## config.mk

```make
export PLATFORM = sky130hd
export DESIGN_NAME = ring_deque_tail_push_pop_both_flat
export DESIGN_NICKNAME = d
export VERILOG_FILES = /design/src/hdl/rdq_pkg.sv /design/src/hdl/rdq_cmd_if.sv /design/src/hdl/rdq_res_if.sv /design/src/hdl/rdq_ram.sv /design/src/hdl/rdq_ctrl.sv /design/src/hdl/ring_deque_tail_push_pop_both.sv /design/src/flat_wrapper.sv
export SDC_FILE = /design/constraint.sdc
export NUM_CORES = 1
export LEC_CHECK = 0
export BUFFER_PORTS_ARGS = -buffer_cell sky130_fd_sc_hd__buf_2
export CAP_MARGIN = 20
export CORE_AREA = 2 2 221 223
export DETAILED_ROUTE_END_ITERATION = 6
export DIE_AREA = 0 0 223 225
export GPL_TIMING_DRIVEN = 0
export HOLD_SLACK_MARGIN = 0.02
export PLACE_DENSITY_LB_ADDON = 0.2
export SKIP_CTS_REPAIR_TIMING = 1
export SLEW_MARGIN = 20
export SYNTH_ARGS = -nofsm -noshare
export SYNTH_HDL_FRONTEND = slang
export SYNTH_SLANG_ARGS = --single-unit
```

## constraint.sdc

```tcl
create_clock -name clk -period 9.75 [get_ports clk]
set_input_delay 0.975 -clock clk [delete_from_list [all_inputs] [get_ports clk]]
set_output_delay 0.975 -clock clk [all_outputs]
set_load 0.05 [all_outputs]
```

## src/hdl/rdq_pkg.sv

```systemverilog
// ----------------------------------------------------------------------------
// rdq_pkg
// Shared types, sizes and codes for the ring deque.
// ----------------------------------------------------------------------------
package rdq_pkg;

  localparam int unsigned DEPTH     = 16;
  localparam int unsigned IDX_W     = $clog2(DEPTH);
  localparam int unsigned CNT_W     = $clog2(DEPTH + 1);
  localparam int unsigned SUM_W     = $clog2(2 * DEPTH);
  localparam int unsigned VALUE_W   = 32;
  localparam int unsigned ENTRIES_W = 5;

  typedef logic [IDX_W-1:0]          idx_t;
  typedef logic [CNT_W-1:0]          cnt_t;
  typedef logic [SUM_W-1:0]          sum_t;
  typedef logic signed [VALUE_W-1:0] value_t;
  typedef logic [ENTRIES_W-1:0]      entries_t;

  typedef enum logic [1:0] {
    OP_APPEND      = 2'd0,
    OP_REMOVE_HEAD = 2'd1,
    OP_REMOVE_TAIL = 2'd2,
    OP_DISPLAY     = 2'd3
  } opcode_t;

  typedef enum logic [1:0] {
    ST_OK    = 2'd0,
    ST_EMPTY = 2'd1,
    ST_FULL  = 2'd2
  } status_t;

  // Request from the sequencer to the entry memory
  typedef struct packed {
    logic   we;
    idx_t   waddr;
    value_t wdata;
    logic   re;
    idx_t   raddr;
  } ram_req_t;

  // Ring wrap of a sum below twice the depth
  function automatic idx_t wrap(input sum_t s);
    sum_t r;
    r = (s >= sum_t'(DEPTH)) ? s - sum_t'(DEPTH) : s;
    return r[IDX_W-1:0];
  endfunction

endpackage

```

## src/hdl/rdq_cmd_if.sv

```systemverilog
// ----------------------------------------------------------------------------
// rdq_cmd_if
// Command channel: opcode and value with valid/ready.
// ----------------------------------------------------------------------------
interface rdq_cmd_if;
  logic                 valid;
  logic                 ready;
  logic [1:0]           opcode;
  rdq_pkg::value_t      value_in;

  modport source (output valid, output opcode, output value_in, input ready);
  modport sink   (input valid, input opcode, input value_in, output ready);
endinterface

```

## src/hdl/rdq_res_if.sv

```systemverilog
// ----------------------------------------------------------------------------
// rdq_res_if
// Result channel: value, status, entry count and end marker with valid/ready.
// ----------------------------------------------------------------------------
interface rdq_res_if;
  logic                 valid;
  logic                 ready;
  rdq_pkg::value_t      value_out;
  logic [1:0]           status;
  rdq_pkg::entries_t    entries_now;
  logic                 last_of_run;

  modport source (output valid, output value_out, output status, output entries_now,
                  output last_of_run, input ready);
  modport sink   (input valid, input value_out, input status, input entries_now,
                  input last_of_run, output ready);
endinterface

```

## src/hdl/rdq_ram.sv

```systemverilog
// ----------------------------------------------------------------------------
// rdq_ram
// Simple dual-port synchronous RAM, one write and one registered read port.
// ----------------------------------------------------------------------------
module rdq_ram #(
  parameter int WIDTH = 32,
  parameter int DEPTH = 16,
  localparam int AW   = $clog2(DEPTH)
) (
  input  logic             clk,
  input  logic             we,
  input  logic [AW-1:0]    waddr,
  input  logic [WIDTH-1:0] wdata,
  input  logic             re,
  input  logic [AW-1:0]    raddr,
  output logic [WIDTH-1:0] rdata
);

  logic [WIDTH-1:0] mem [DEPTH];

  always_ff @(posedge clk) begin
    if (we) begin
      mem[waddr] <= wdata;
    end
  end

  // read data holds until the next read
  always_ff @(posedge clk) begin
    if (re) begin
      rdata <= mem[raddr];
    end
  end

endmodule

```

## src/hdl/rdq_ctrl.sv

```systemverilog
// ----------------------------------------------------------------------------
// rdq_ctrl
// Command sequencer: head/count registers, memory requests, result register.
// ----------------------------------------------------------------------------
module rdq_ctrl (
  input  logic                clk,
  input  logic                rst,
  rdq_cmd_if.sink             cmd,
  rdq_res_if.source           res,
  output rdq_pkg::ram_req_t   ram_req,
  input  rdq_pkg::value_t     ram_rdata
);

  typedef enum logic [3:0] {
    S_IDLE = 4'b0001,
    S_EXEC = 4'b0010,
    S_READ = 4'b0100,
    S_DISP = 4'b1000
  } state_t;

  state_t             state, state_next;
  rdq_pkg::idx_t      head, head_next;
  rdq_pkg::cnt_t      count, count_next;
  rdq_pkg::cnt_t      disp_idx, disp_idx_next;
  rdq_pkg::opcode_t   op;
  rdq_pkg::value_t    val;

  logic               out_free;
  logic               out_load;
  rdq_pkg::value_t    out_value;
  rdq_pkg::status_t   out_status;
  logic               out_last;
  logic               out_valid;

  assign out_free  = !out_valid || res.ready;
  assign cmd.ready = (state == S_IDLE);
  assign res.valid = out_valid;

  always_comb begin
    state_next    = state;
    head_next     = head;
    count_next    = count;
    disp_idx_next = disp_idx;
    ram_req       = '0;
    out_load      = 1'b0;
    out_value     = '0;
    out_status    = rdq_pkg::ST_OK;
    out_last      = 1'b1;

    case (state)
      S_IDLE: begin
        if (cmd.valid) begin
          state_next = S_EXEC;
        end
      end

      S_EXEC: begin
        if (out_free) begin
          if (op == rdq_pkg::OP_APPEND) begin
            out_load   = 1'b1;
            state_next = S_IDLE;
            if (count == rdq_pkg::cnt_t'(rdq_pkg::DEPTH)) begin
              out_status = rdq_pkg::ST_FULL;
            end else begin
              ram_req.we    = 1'b1;
              ram_req.waddr = rdq_pkg::wrap(rdq_pkg::sum_t'(head) + rdq_pkg::sum_t'(count));
              ram_req.wdata = val;
              count_next    = count + rdq_pkg::cnt_t'(1);
            end
          end else if (count == '0) begin
            out_load   = 1'b1;
            out_status = rdq_pkg::ST_EMPTY;
            state_next = S_IDLE;
          end else begin
            ram_req.re = 1'b1;
            case (op)
              rdq_pkg::OP_REMOVE_HEAD: begin
                ram_req.raddr = head;
                head_next     = rdq_pkg::wrap(rdq_pkg::sum_t'(head) + rdq_pkg::sum_t'(1));
                count_next    = count - rdq_pkg::cnt_t'(1);
                state_next    = S_READ;
              end
              rdq_pkg::OP_REMOVE_TAIL: begin
                ram_req.raddr = rdq_pkg::wrap(rdq_pkg::sum_t'(head) + rdq_pkg::sum_t'(count)
                                              - rdq_pkg::sum_t'(1));
                count_next    = count - rdq_pkg::cnt_t'(1);
                state_next    = S_READ;
              end
              default: begin
                ram_req.raddr = head;
                disp_idx_next = rdq_pkg::cnt_t'(1);
                state_next    = S_DISP;
              end
            endcase
          end
        end
      end

      S_READ: begin
        if (out_free) begin
          out_load   = 1'b1;
          out_value  = ram_rdata;
          state_next = S_IDLE;
        end
      end

      S_DISP: begin
        // disp_idx is the position after the entry now in ram_rdata
        if (out_free) begin
          out_load  = 1'b1;
          out_value = ram_rdata;
          out_last  = (disp_idx == count);
          if (disp_idx == count) begin
            state_next = S_IDLE;
          end else begin
            ram_req.re    = 1'b1;
            ram_req.raddr = rdq_pkg::wrap(rdq_pkg::sum_t'(head) + rdq_pkg::sum_t'(disp_idx));
            disp_idx_next = disp_idx + rdq_pkg::cnt_t'(1);
          end
        end
      end

      default: begin
        state_next = S_IDLE;
      end
    endcase
  end

  always_ff @(posedge clk) begin
    if (rst) begin
      state    <= S_IDLE;
      head     <= '0;
      count    <= '0;
      disp_idx <= '0;
    end else begin
      state    <= state_next;
      head     <= head_next;
      count    <= count_next;
      disp_idx <= disp_idx_next;
    end
  end

  // latched command
  always_ff @(posedge clk) begin
    if (cmd.valid && cmd.ready) begin
      op  <= rdq_pkg::opcode_t'(cmd.opcode);
      val <= cmd.value_in;
    end
  end

  // result register
  always_ff @(posedge clk) begin
    if (rst) begin
      out_valid <= 1'b0;
    end else if (out_load) begin
      out_valid <= 1'b1;
    end else if (res.ready) begin
      out_valid <= 1'b0;
    end
  end

  always_ff @(posedge clk) begin
    if (out_load) begin
      res.value_out   <= out_value;
      res.status      <= out_status;
      res.entries_now <= rdq_pkg::ENTRIES_W'(count_next);
      res.last_of_run <= out_last;
    end
  end

endmodule

```

## src/hdl/ring_deque_tail_push_pop_both.sv

```systemverilog
// ----------------------------------------------------------------------------
// ring_deque_tail_push_pop_both
// Bounded deque of signed 32-bit values held in a ring memory.
// ----------------------------------------------------------------------------
// Usage:
//  - cmd carries one command transaction: opcode (append at tail, remove head,
//    remove tail, display) and value_in (used by append only).
//  - res carries result transactions: value_out, status (ok, empty, full),
//    entries_now after the command, and last_of_run on the final result of
//    each command. Every command gives exactly one result, except a display
//    of a non-empty list, which gives one per entry, first to last.
//  - Append and empty/full outcomes load their result from the command state;
//    removes and the first display result first pass through the registered
//    read port of the entry memory.
//  - Commands are taken one at a time, only while the sequencer is idle;
//    display streams one entry per cycle, unless res stalls, through the
//    single memory read port.
//  - Results sit in an output register, so the next command is taken while a
//    result waits; a stall on res holds the sequencer only when it has a new
//    result to load.
//  - Synchronous reset empties the list (head and count to zero) and drops
//    any pending result. Memory contents are not cleared; only written
//    entries are ever read.
// ----------------------------------------------------------------------------
module ring_deque_tail_push_pop_both (
  input  logic      clk,
  input  logic      rst,
  rdq_cmd_if.sink   cmd,
  rdq_res_if.source res
);

  rdq_pkg::ram_req_t ram_req;
  rdq_pkg::value_t   ram_rdata;

  rdq_ctrl u_ctrl (
    .clk       (clk),
    .rst       (rst),
    .cmd       (cmd),
    .res       (res),
    .ram_req   (ram_req),
    .ram_rdata (ram_rdata)
  );

  rdq_ram #(
    .WIDTH (rdq_pkg::VALUE_W),
    .DEPTH (rdq_pkg::DEPTH)
  ) u_ram (
    .clk   (clk),
    .we    (ram_req.we),
    .waddr (ram_req.waddr),
    .wdata (ram_req.wdata),
    .re    (ram_req.re),
    .raddr (ram_req.raddr),
    .rdata (ram_rdata)
  );

endmodule

```

## src/flat_wrapper.sv

```systemverilog
// flat-port wrapper written by rule: the top's interface ports become plain ports
module ring_deque_tail_push_pop_both_flat 
  (clk, rst, cmd_valid, cmd_opcode, cmd_value_in, cmd_ready, res_valid, res_value_out, res_status, res_entries_now, res_last_of_run, res_ready);
  rdq_cmd_if cmd_i ();
  rdq_res_if res_i ();
  input  logic clk;
  input  logic rst;
  input wire logic [$bits(cmd_i.valid)-1:0] cmd_valid;
  input wire logic [$bits(cmd_i.opcode)-1:0] cmd_opcode;
  input wire logic [$bits(cmd_i.value_in)-1:0] cmd_value_in;
  output wire logic [$bits(cmd_i.ready)-1:0] cmd_ready;
  output wire logic [$bits(res_i.valid)-1:0] res_valid;
  output wire logic [$bits(res_i.value_out)-1:0] res_value_out;
  output wire logic [$bits(res_i.status)-1:0] res_status;
  output wire logic [$bits(res_i.entries_now)-1:0] res_entries_now;
  output wire logic [$bits(res_i.last_of_run)-1:0] res_last_of_run;
  input wire logic [$bits(res_i.ready)-1:0] res_ready;
  assign cmd_i.valid = cmd_valid;
  assign cmd_i.opcode = cmd_opcode;
  assign cmd_i.value_in = cmd_value_in;
  assign cmd_ready = cmd_i.ready;
  assign res_valid = res_i.valid;
  assign res_value_out = res_i.value_out;
  assign res_status = res_i.status;
  assign res_entries_now = res_i.entries_now;
  assign res_last_of_run = res_i.last_of_run;
  assign res_i.ready = res_ready;
  ring_deque_tail_push_pop_both u_core (.clk(clk), .rst(rst), .cmd(cmd_i), .res(res_i));
endmodule
```

[Word-level counts from Yosys, hierarchy flattened]
Memories as Yosys holds them, arrays and structs flattened. A register that Yosys moved wholly into a read port is not among the register bits.
Cells that the tools add are included.
W data, S select, Z words.
Operators by class
  bitwise gates (word level): 2
  order comparisons: 4
  $add $sub $neg: 11
  reductions and logical operators: 15
  mux-type cells: 48
  equality and inequality tests: 17
Operators by type and width (count)
  $mux W37: 3
  $mux W5: 16
  $mux W4: 13
  $mux W42: 1
  $ge A5 B5 Y1 const B: 4
  $pmux W5 S2: 2
  $ne A2 B2 Y1 const B: 9
  $pmux W4 S4: 1
  $sub A4 B1 Y4 const B: 4
  $add A4 B5 Y5: 2
  $add A5 B1 Y5 const B: 2
  $reduce_and A5 Y1: 2
  $sub A5 B1 Y5 const B: 2
  $mux W1: 9
  $reduce_and A7 Y1: 1
  $reduce_and A2 Y1: 3
  $add A4 B1 Y5 const B: 1
  $eq A5 B5 Y1: 1
  $eq A5 B5 Y1 const B: 1
  $logic_not A5 Y1: 1
  $eq A4 B1 Y1 const B: 1
  $eq A4 B2 Y1 const B: 1
  $eq A4 B3 Y1 const B: 1
  $eq A4 B4 Y1 const B: 1
  other kinds (11): 15
Storage, ports and cells
  output and inout bits: 42
  register bits after elaboration: 93
  RAM bits: 512
  input port bits: 38
  word-level logic and storage cells: 109
  memories kept: 1
Memories
  u_core.u_ram.mem: depth 16, bits a word 32, read ports 1, clocked after memory_dff 1, wr ports 1, RTL line rdq_ram.sv:19  | logic [WIDTH-1:0] mem [DEPTH];

[Longest topological paths before layout]
Gate-level depths: netlist (run 1).
  depth in word-level cells: 11
  depth in mapped cells: 13
  gate-level depth less buffers: 10

[Hierarchy]
A second synthesis (run 1) with hierarchy kept.
Second synthesis, totals
  cells, all modules: 1194
  area, all modules: 24466.0 µm²
By module, submodules not included
  rdq_ram: times used 1, sequential area each 16335.7 µm², cells each 838, area an instance 20155.6 µm²
  rdq_ctrl: times used 1, sequential area each 2602.5 µm², cells each 356, area an instance 4310.4 µm²

[Worst setup path before layout (run 1)]
OpenSTA, ideal clock, no wires.
  path kind: reg-to-reg
  from: register u_core.u_ctrl.state[0]
  to: register u_core.u_ctrl.op[0], enable pin
  required time: 9355 ps
  period minus slack after synthesis: 3587 ps
  buffers on the path: 0
  arrival: 3192 ps
  stages on the path, launching flop included: 4
  library setup time: 395 ps
  setup slack: 6163 ps
  path through: dfxtp_1 > inv_1 > nor4_1 > and2_1
Between the ends
  word-level cells in the longest chain between the ends: 2
RTL lines
  start: declaration: RTL line rdq_ctrl.sv:21  | state_t state, state_next;
  start signal: assignment: RTL line rdq_ctrl.sv:136  | state <= state_next;
  $eq A4 B1 Y1: RTL line rdq_ctrl.sv:36  | assign cmd.ready = (state == S_IDLE);
  via cmd_ready: RTL line flat_wrapper.sv:11  | output wire logic [$bits(cmd_i.ready)-1:0] cmd_ready;
  $logic_and A1 B1 Y1: RTL line rdq_ctrl.sv:145  | if (cmd.valid && cmd.ready) begin
  end signal: assignment: RTL line rdq_ctrl.sv:146  | op <= rdq_pkg::opcode_t'(cmd.opcode);
  end: declaration: RTL line rdq_ctrl.sv:25  | rdq_pkg::opcode_t op;
The timed path passes the listed nets, and every way through them passes these cells.
A chain may end at the register's enable or synchronous reset.

[Worst setup path after layout (run 1)]
  from: register u_core.u_ctrl.count[1]
  to: register u_core.u_ram.rdata[3] (read register of u_core.u_ram.mem), data pin
Between the ends
  word-level cells in the longest chain between the ends: 9
  elaborated cells on any way between the ends: 14
  classes of those cells: add/sub (3); order compare (1); eq/ne (1); mux (8); reduce/logical (1)
RTL lines
  start: declaration: RTL line rdq_ctrl.sv:23  | rdq_pkg::cnt_t count, count_next;
  start signal: assignment: RTL line rdq_ctrl.sv:138  | count <= count_next;
  $add A4 B5 Y5: RTL line rdq_ctrl.sv:84  | ram_req.raddr = rdq_pkg::wrap(rdq_pkg::sum_t'(head) + rdq_pkg::sum_t'(count)
  $sub A5 B1 Y5: RTL line rdq_ctrl.sv:85  | - rdq_pkg::sum_t'(1));
  $sub A4 B1 Y4 or $ge A5 B5 Y1 (tied branches): RTL line rdq_pkg.sv:45  | r = (s >= sum_t'(DEPTH)) ? s - sum_t'(DEPTH) : s;
  $mux W4: RTL line rdq_pkg.sv:45
  $mux W4: RTL line rdq_ctrl.sv:76  | case (op)
  $mux W5: RTL line rdq_ctrl.sv:70  | end else if (count == '0) begin
  $mux W5: RTL line rdq_ctrl.sv:59  | if (op == rdq_pkg::OP_APPEND) begin
  $mux W42: RTL line rdq_ctrl.sv:58  | if (out_free) begin
  $pmux W5 S2 (*): RTL line rdq_ctrl.sv:50  | case (state)
  end: declaration: RTL line rdq_ram.sv:16  | output logic [WIDTH-1:0] rdata
Every way passes the cells marked *; elsewhere a longest branch is shown, timed or not.

==> flow_metrics.env, run 1 <==
export IMPL_ys_ff_latch=637
export IMPL_synth_xor_area_share_pct=0.759
export IMPL_postLayoutCellArea_um2=30100
export IMPL_critPathArrivalTime_ps=4710
export IMPL_yosysSeqAreaShare_pct=72.7
export IMPL_grt_pass1_vias=16800
export IMPL_grt_ovfl_total=0
export IMPL_ant_nets=0
export IMPL_cts_clk_slew_worst_paths_ps=60
export IMPL_yosys_warnings=0
export IMPL_drt_met1_wl_mm=26.8
export IMPL_dr_max_layer_used="met4"
export IMPL_num_io_pins=80
export IMPL_io_buffers=79
export IMPL_p_leak_uw=0.0105
export IMPL_synth_compound_area_share_pct=7.43
export IMPL_ctsRootBufferMaster="clkbuf_16"
export IMPL_drive_gt1_share_pct=16.1
export IMPL_hold_class="reg -> reg"
export IMPL_synthesis_area_um2=26000
export IMPL_grt_pass1_wl_mm=102
export IMPL_wl_met3_mm=5.90
export IMPL_period_needed_ps=4340
export IMPL_nets=2027
export IMPL_place_area_um2=27800
export IMPL_htree_levels=3
export IMPL_antenna_found_initial=0
export IMPL_ys_flop_type="edfxtp_1"
export IMPL_irDropWorstVdd_mv=0.113
export IMPL_p_per_area_nw_per_um2=191
export IMPL_die_y_um=225
export IMPL_syn_inst=1803
export IMPL_cap_viol_max_count=0
export IMPL_first_pass_iters=6
export IMPL_core_um2=47500
export IMPL_first_iter_violations=2299
export IMPL_finalCritPeriodShare_pct=44.5
export IMPL_startpoint_type="flip-flop"
export IMPL_placedCellCount=2518
export IMPL_insertion_delay_ps=610
export IMPL_routed_wl_mm=68.1
export IMPL_critPathKind="reg -> reg"
export IMPL_diodes=0
export IMPL_slew_limit_headroom_pct=19.0
export IMPL_syn2layout_area_growth_pct=15.7
export IMPL_power_total_uw=5750
export IMPL_initial_core_util_pct=54.8
export IMPL_drv_slew=0
export IMPL_max_freq_mhz=230
export IMPL_fin_setup_tns_ps=0
export IMPL_cts_tree="yes"
export IMPL_synthAdderAreaFrac_pct=0.874
export IMPL_cp_end_kind="flip-flop"
export IMPL_met2_length_mm=32.5
export IMPL_final_cells=2641
export IMPL_clock_sinks=637
export IMPL_fp_dieArea_um2=50200
export IMPL_yosysUniqueCellTypes=58
export IMPL_viasPerCell=6.44
export IMPL_skew_ps=30.0
export IMPL_rsz0062_at_grt="false"
export IMPL_avgSynthCellArea_um2=14.4
export IMPL_whs_ps=517
export IMPL_dp_hpwl_mm=45.6
export IMPL_synth_edf_count=618
export IMPL_synthMuxAreaShare_pct=4.00
export IMPL_crit_fanout=10
export IMPL_grt_max_degree=28
export IMPL_synthSimpleGateAreaFrac_pct=11.5
export IMPL_synth_async_reset_ratio_pct=0
export IMPL_hold_viol=0
export IMPL_wl_per_cell_um=25.8
export IMPL_tightest_slew_ps=1220
export IMPL_finalSetupViolCount=0
export IMPL_rows=80
export IMPL_status="completed"
export IMPL_drc=0
export IMPL_numCtsBuffers=67
export IMPL_place_congestion=0.852
export IMPL_worstPathRequired_ps=10120
export IMPL_synth_top_family_by_area="simple AND/OR/NAND/NOR gates"
export IMPL_die_w_um=223
export IMPL_grtUsageTotal_pct=27.5
export IMPL_synth_net_count=1858
export IMPL_via_count=17000
export IMPL_cts_path_max_buffers=3
placed cells by master, fill, tap and decap left out, types with 15 or more instances in the layout:
cell type / synthesis / final
edfxtp_1: 618 / 618
nand3_1: 333 / 333
o21ai_0: 198 / 198
buf_2: 26 / 106
clkbuf_1: 95 / 105
clkbuf_16: 0 / 70
nand4_1: 64 / 64
o2111ai_1: 64 / 64
mux2_2: 51 / 51
and3_1: 35 / 35
and2_1: 35 / 34
mux2i_1: 32 / 32
nand2_1: 26 / 25
a21oi_1: 21 / 21
dfxtp_1: 19 / 19
nor2_4: 1 / 17
nor2_1: 31 / 15
xnor2_1: 15 / 15
ha_1: 15 / 15
clkinv_1: 0 / 15
cell type report:
cell class,instances,area (µm²)
tap,615,769
buffer,145,659
timing repair buffer,100,890
multi-input combinational,1006,6530
inverter,15,56.3
sequential,637,18900
fill,3413,17400
clock inverter,43,495
clock buffer,80,1790
path summary, 6_finish.rpt:
| check | slack (ps) | depth (start not counted) | startpoint | to |
|---|---|---|---|---|
| setup / recovery | 5410 | 11 | u_core.u_ctrl.count[1] | u_core.u_ram.rdata[3] |
| hold / removal | 520 | 1 | u_core.u_ram.rdata[22] | u_core.u_ctrl.res.value_out[22] |
| setup reg to reg | 5410 | 11 | u_core.u_ctrl.count[1] | u_core.u_ram.rdata[3] |
| hold reg to reg | 520 | 1 | u_core.u_ram.rdata[22] | u_core.u_ctrl.res.value_out[22] |
power breakdown:
part           total [µW]  switching, µW  internal [µW]
clock                2650           1060           1580
combinational         107           81.2           26.2
sequential           3000           6.40           2990
cell usage after synthesis (6+ instances only):
library cell  number  share of area, %
and3_1            35              0.84
mux2_2            51               2.2
buf_4             14              0.40
mux2_1            13              0.56
nor3_1             8              0.15
o2111ai_1         64               2.2
buf_1              6             0.086
mux2i_1           32               1.2
a21oi_1           21              0.40
buf_2             26              0.50
nand4_1           64               1.5
ha_1              15              0.72
nand2_1           26              0.37
xnor2_1           15              0.50
o21ai_0          198               3.8
inv_1             15              0.22
dfxtp_1           19               1.5
edfxtp_1         618                71
nor2_1            31              0.45
nor2b_1            6              0.14
and2_1            35              0.84
clkbuf_1          95               1.4
nand3_1          333               6.4
nand2b_1           6              0.14
worst max-delay path, cell delays in order, from the launching register on:
cell and delay [ps]:
dfxtp_1 550, inv_1 150, ha_1 260, or4b_1 230, nand2_1 170, nor3_1 810, clkbuf_1 670, clkbuf_1 460
o21ai_0 170, nand3_1 120, o2111ai_1 190, mux2i_1 310
cells by family (layout without fill, tap and decap cells):
family,Yosys count,in the layout
adder cells (fa/ha/maj),17,17
flip-flops,637,637
buffers and inverters,160,383
AND/OR/NAND/NOR,559,559
multiplexers,96,96
AO/OA/AOI/OAI,313,313
XOR/XNOR,21,21
stage by stage:
step	util [%]	setup slack, ps
2_1_floorplan	-	6160
3_3_place_gp	57.2	4330
3_5_place_dp	58.6	5390
4_1_cts	63.4	5520
5_1_grt	63.4	5240
6_report	63.4	5410
sequential cells by signal, indices dropped and copies added, names as in the netlist, 2 cells and up:
name and count:
u_core.u_ctrl.val 32, u_core.u_ctrl.res.value_out 32, u_core.u_ctrl.op 2, u_core.u_ctrl.count 5
u_core.u_ctrl.disp_idx 5, u_core.u_ctrl.res.status 2, u_core.u_ram.mem 512, u_core.u_ram.rdata 32
u_core.u_ctrl.head 4, u_core.u_ctrl.state 4, u_core.u_ctrl.res.entries_now 5
per-layer routing:
layer	track usage, %	vias to the layer above
met5	0	-
met1	36.7	8468
li1	-	7422
met3	4.46	159
met4	12.8	0
met2	44.8	972
No activity file was read; power rests on OpenSTA's default activity.
==> run 2: changes to the inputs <==
==> constraint.sdc (replaced) <==
create_clock -name clk -period 4.27 [get_ports clk]
set_input_delay 0.427 -clock clk [delete_from_list [all_inputs] [get_ports clk]]
set_output_delay 0.427 -clock clk [all_outputs]
set_load 0.05 [all_outputs]
==> flow_metrics.env, run 2 (same netlist as run 1, synthesis figures left out) <==
export IMPL_irDropWorstVdd_mv=0.263
export IMPL_grt_pass1_wl_mm=102
export IMPL_power_total_uw=13100
export IMPL_grt_ovfl_total=0
export IMPL_routed_wl_mm=68.7
export IMPL_switching_share_pct=20.0
export IMPL_tightest_slew_ps=1000
export IMPL_largest_reg_flops=512
export IMPL_clock_power_share_pct=45.9
export IMPL_drt_met1_wl_mm=26.6
export IMPL_rows=80
export IMPL_fp_dieArea_um2=50200
export IMPL_cap_viol_max_count=0
export IMPL_first_iter_violations=2415
export IMPL_status="completed"
export IMPL_grtUsageTotal_pct=27.5
export IMPL_antenna_found_initial=0
export IMPL_p_comb_share_pct=2.1
export IMPL_cts_clk_slew_worst_paths_ps=60
export IMPL_grt_max_degree=28
export IMPL_worstPathRequired_ps=4660
export IMPL_mostFrequentLayoutCell="edfxtp_1"
export IMPL_first_pass_iters=5
export IMPL_max_freq_mhz=242
export IMPL_critPathArrivalTime_ps=4530
export IMPL_hold_viol=0
export IMPL_period_needed_ps=4130
export IMPL_syn2layout_area_growth_pct=17.0
export IMPL_p_int_uw=10500
export IMPL_hold_class="in -> reg"
export IMPL_clock_sinks=637
export IMPL_io_buffers=79
export IMPL_ctsRootBufferMaster="clkbuf_16"
export IMPL_top_register="u_core.u_ram.mem"
export IMPL_ant_nets=0
export IMPL_drive_gt1_share_pct=15.9
export IMPL_place_congestion=0.852
export IMPL_wl_met3_mm=6.24
export IMPL_cts_path_max_buffers=3
export IMPL_critPathKind="reg -> reg"
export IMPL_power_switching_uw=2620
export IMPL_wl_per_cell_um=25.7
export IMPL_htree_levels=3
export IMPL_drc=0
export IMPL_grt_pass1_vias=16800
export IMPL_crit_fanout=10
export IMPL_die_y_um=225
export IMPL_finalCritPeriodShare_pct=96.8
export IMPL_layout_common_cells="edfxtp_1 (618), nand3_1 (333), o21ai_0 (198)"
export IMPL_finalWorstSetupSlack_ps=136
export IMPL_pre_cts_ws_ps=77.3
export IMPL_final_cells=2675
export IMPL_initial_core_util_pct=54.8
export IMPL_nets=2061
export IMPL_startpoint_type="flip-flop"
export IMPL_drv_slew=0
export IMPL_slew_limit_headroom_pct=33.1
export IMPL_skew_ps=29.0
export IMPL_cp_end_kind="flip-flop"
export IMPL_p_seq_share_pct=52.1
export IMPL_die_w_um=223
export IMPL_p_per_area_nw_per_um2=432
export IMPL_diodes=0
export IMPL_num_io_pins=80
export IMPL_finalSetupViolCount=0
export IMPL_numCtsBuffers=67
export IMPL_core_um2=47500
export IMPL_cts_tree="yes"
export IMPL_via_count=17200
export IMPL_insertion_delay_ps=610
export IMPL_rsz0062_at_grt="false"
export IMPL_viasPerCell=6.44
export IMPL_met2_length_mm=32.9
export IMPL_placedCellCount=2518
export IMPL_p_leak_uw=0.0106
export IMPL_dp_hpwl_mm=45.6
export IMPL_dr_max_layer_used="met4"
## run 2: layer usage
| layer | vias to the layer above | GRT usage [%] |
|---|---|---|
| met2 | 1000 | 44.8 |
| met1 | 8577 | 36.7 |
| li1 | 7480 | - |
| met3 | 170 | 4.46 |
| met5 | - | 0 |
| met4 | 0 | 12.8 |
## run 2: worst max-delay path: stages (launching register included)
cell and delay [ps]:
dfxtp_1 520, ha_1 260, fa_1 480, nor3_1 240, xnor3_1 250, nand2_1 90
xor2_1 70, o22ai_1 780, clkbuf_1 790, mux2i_1 420
## run 2: power groups by stage
stage          Combinational [µW]  Clock (µW)  Sequential [µW]
2_1_floorplan                93.1           0             7030
3_3_place_gp                  228           0             6980
3_5_place_dp                  246           0             6980
4_1_cts                       247        6070             6850
5_1_grt                       289        6310             6850
6_report                      270        6030             6850
## run 2: cell type report
type / count / area, µm²
multi-input cells: 1006 / 6530
flip-flops and latches: 637 / 18900
well taps: 615 / 769
fillers: 3375 / 17100
clock buffers: 80 / 1790
plain buffers: 145 / 661
inverters: 15 / 56.3
clock inverters: 43 / 495
repair buffers: 134 / 1230
## run 2: worst paths after layout
kind	slack, ps	start	cells past startpoint	to
worst max register to register	140	u_core.u_ctrl.count[0]	9	u_core.u_ram.rdata[27]
worst max-delay path	140	u_core.u_ctrl.count[0]	9	u_core.u_ram.rdata[27]
worst min-delay path	120	rst	2	u_core.u_ctrl.count[4]
worst min register to register	520	u_core.u_ram.rdata[16]	1	u_core.u_ctrl.res.value_out[16]
## run 2: through the flow
step           hold slack [ps]  setup TNS, ps  util [%]  instance area (µm²)
2_1_floorplan              497              0         -                26000
3_3_place_gp               498        -268740      57.2                27200
3_5_place_dp               506              0      58.6                27800
4_1_cts                  -31.3              0      63.4                30100
5_1_grt                    107              0      64.1                30500
6_report                   121              0      64.1                30500
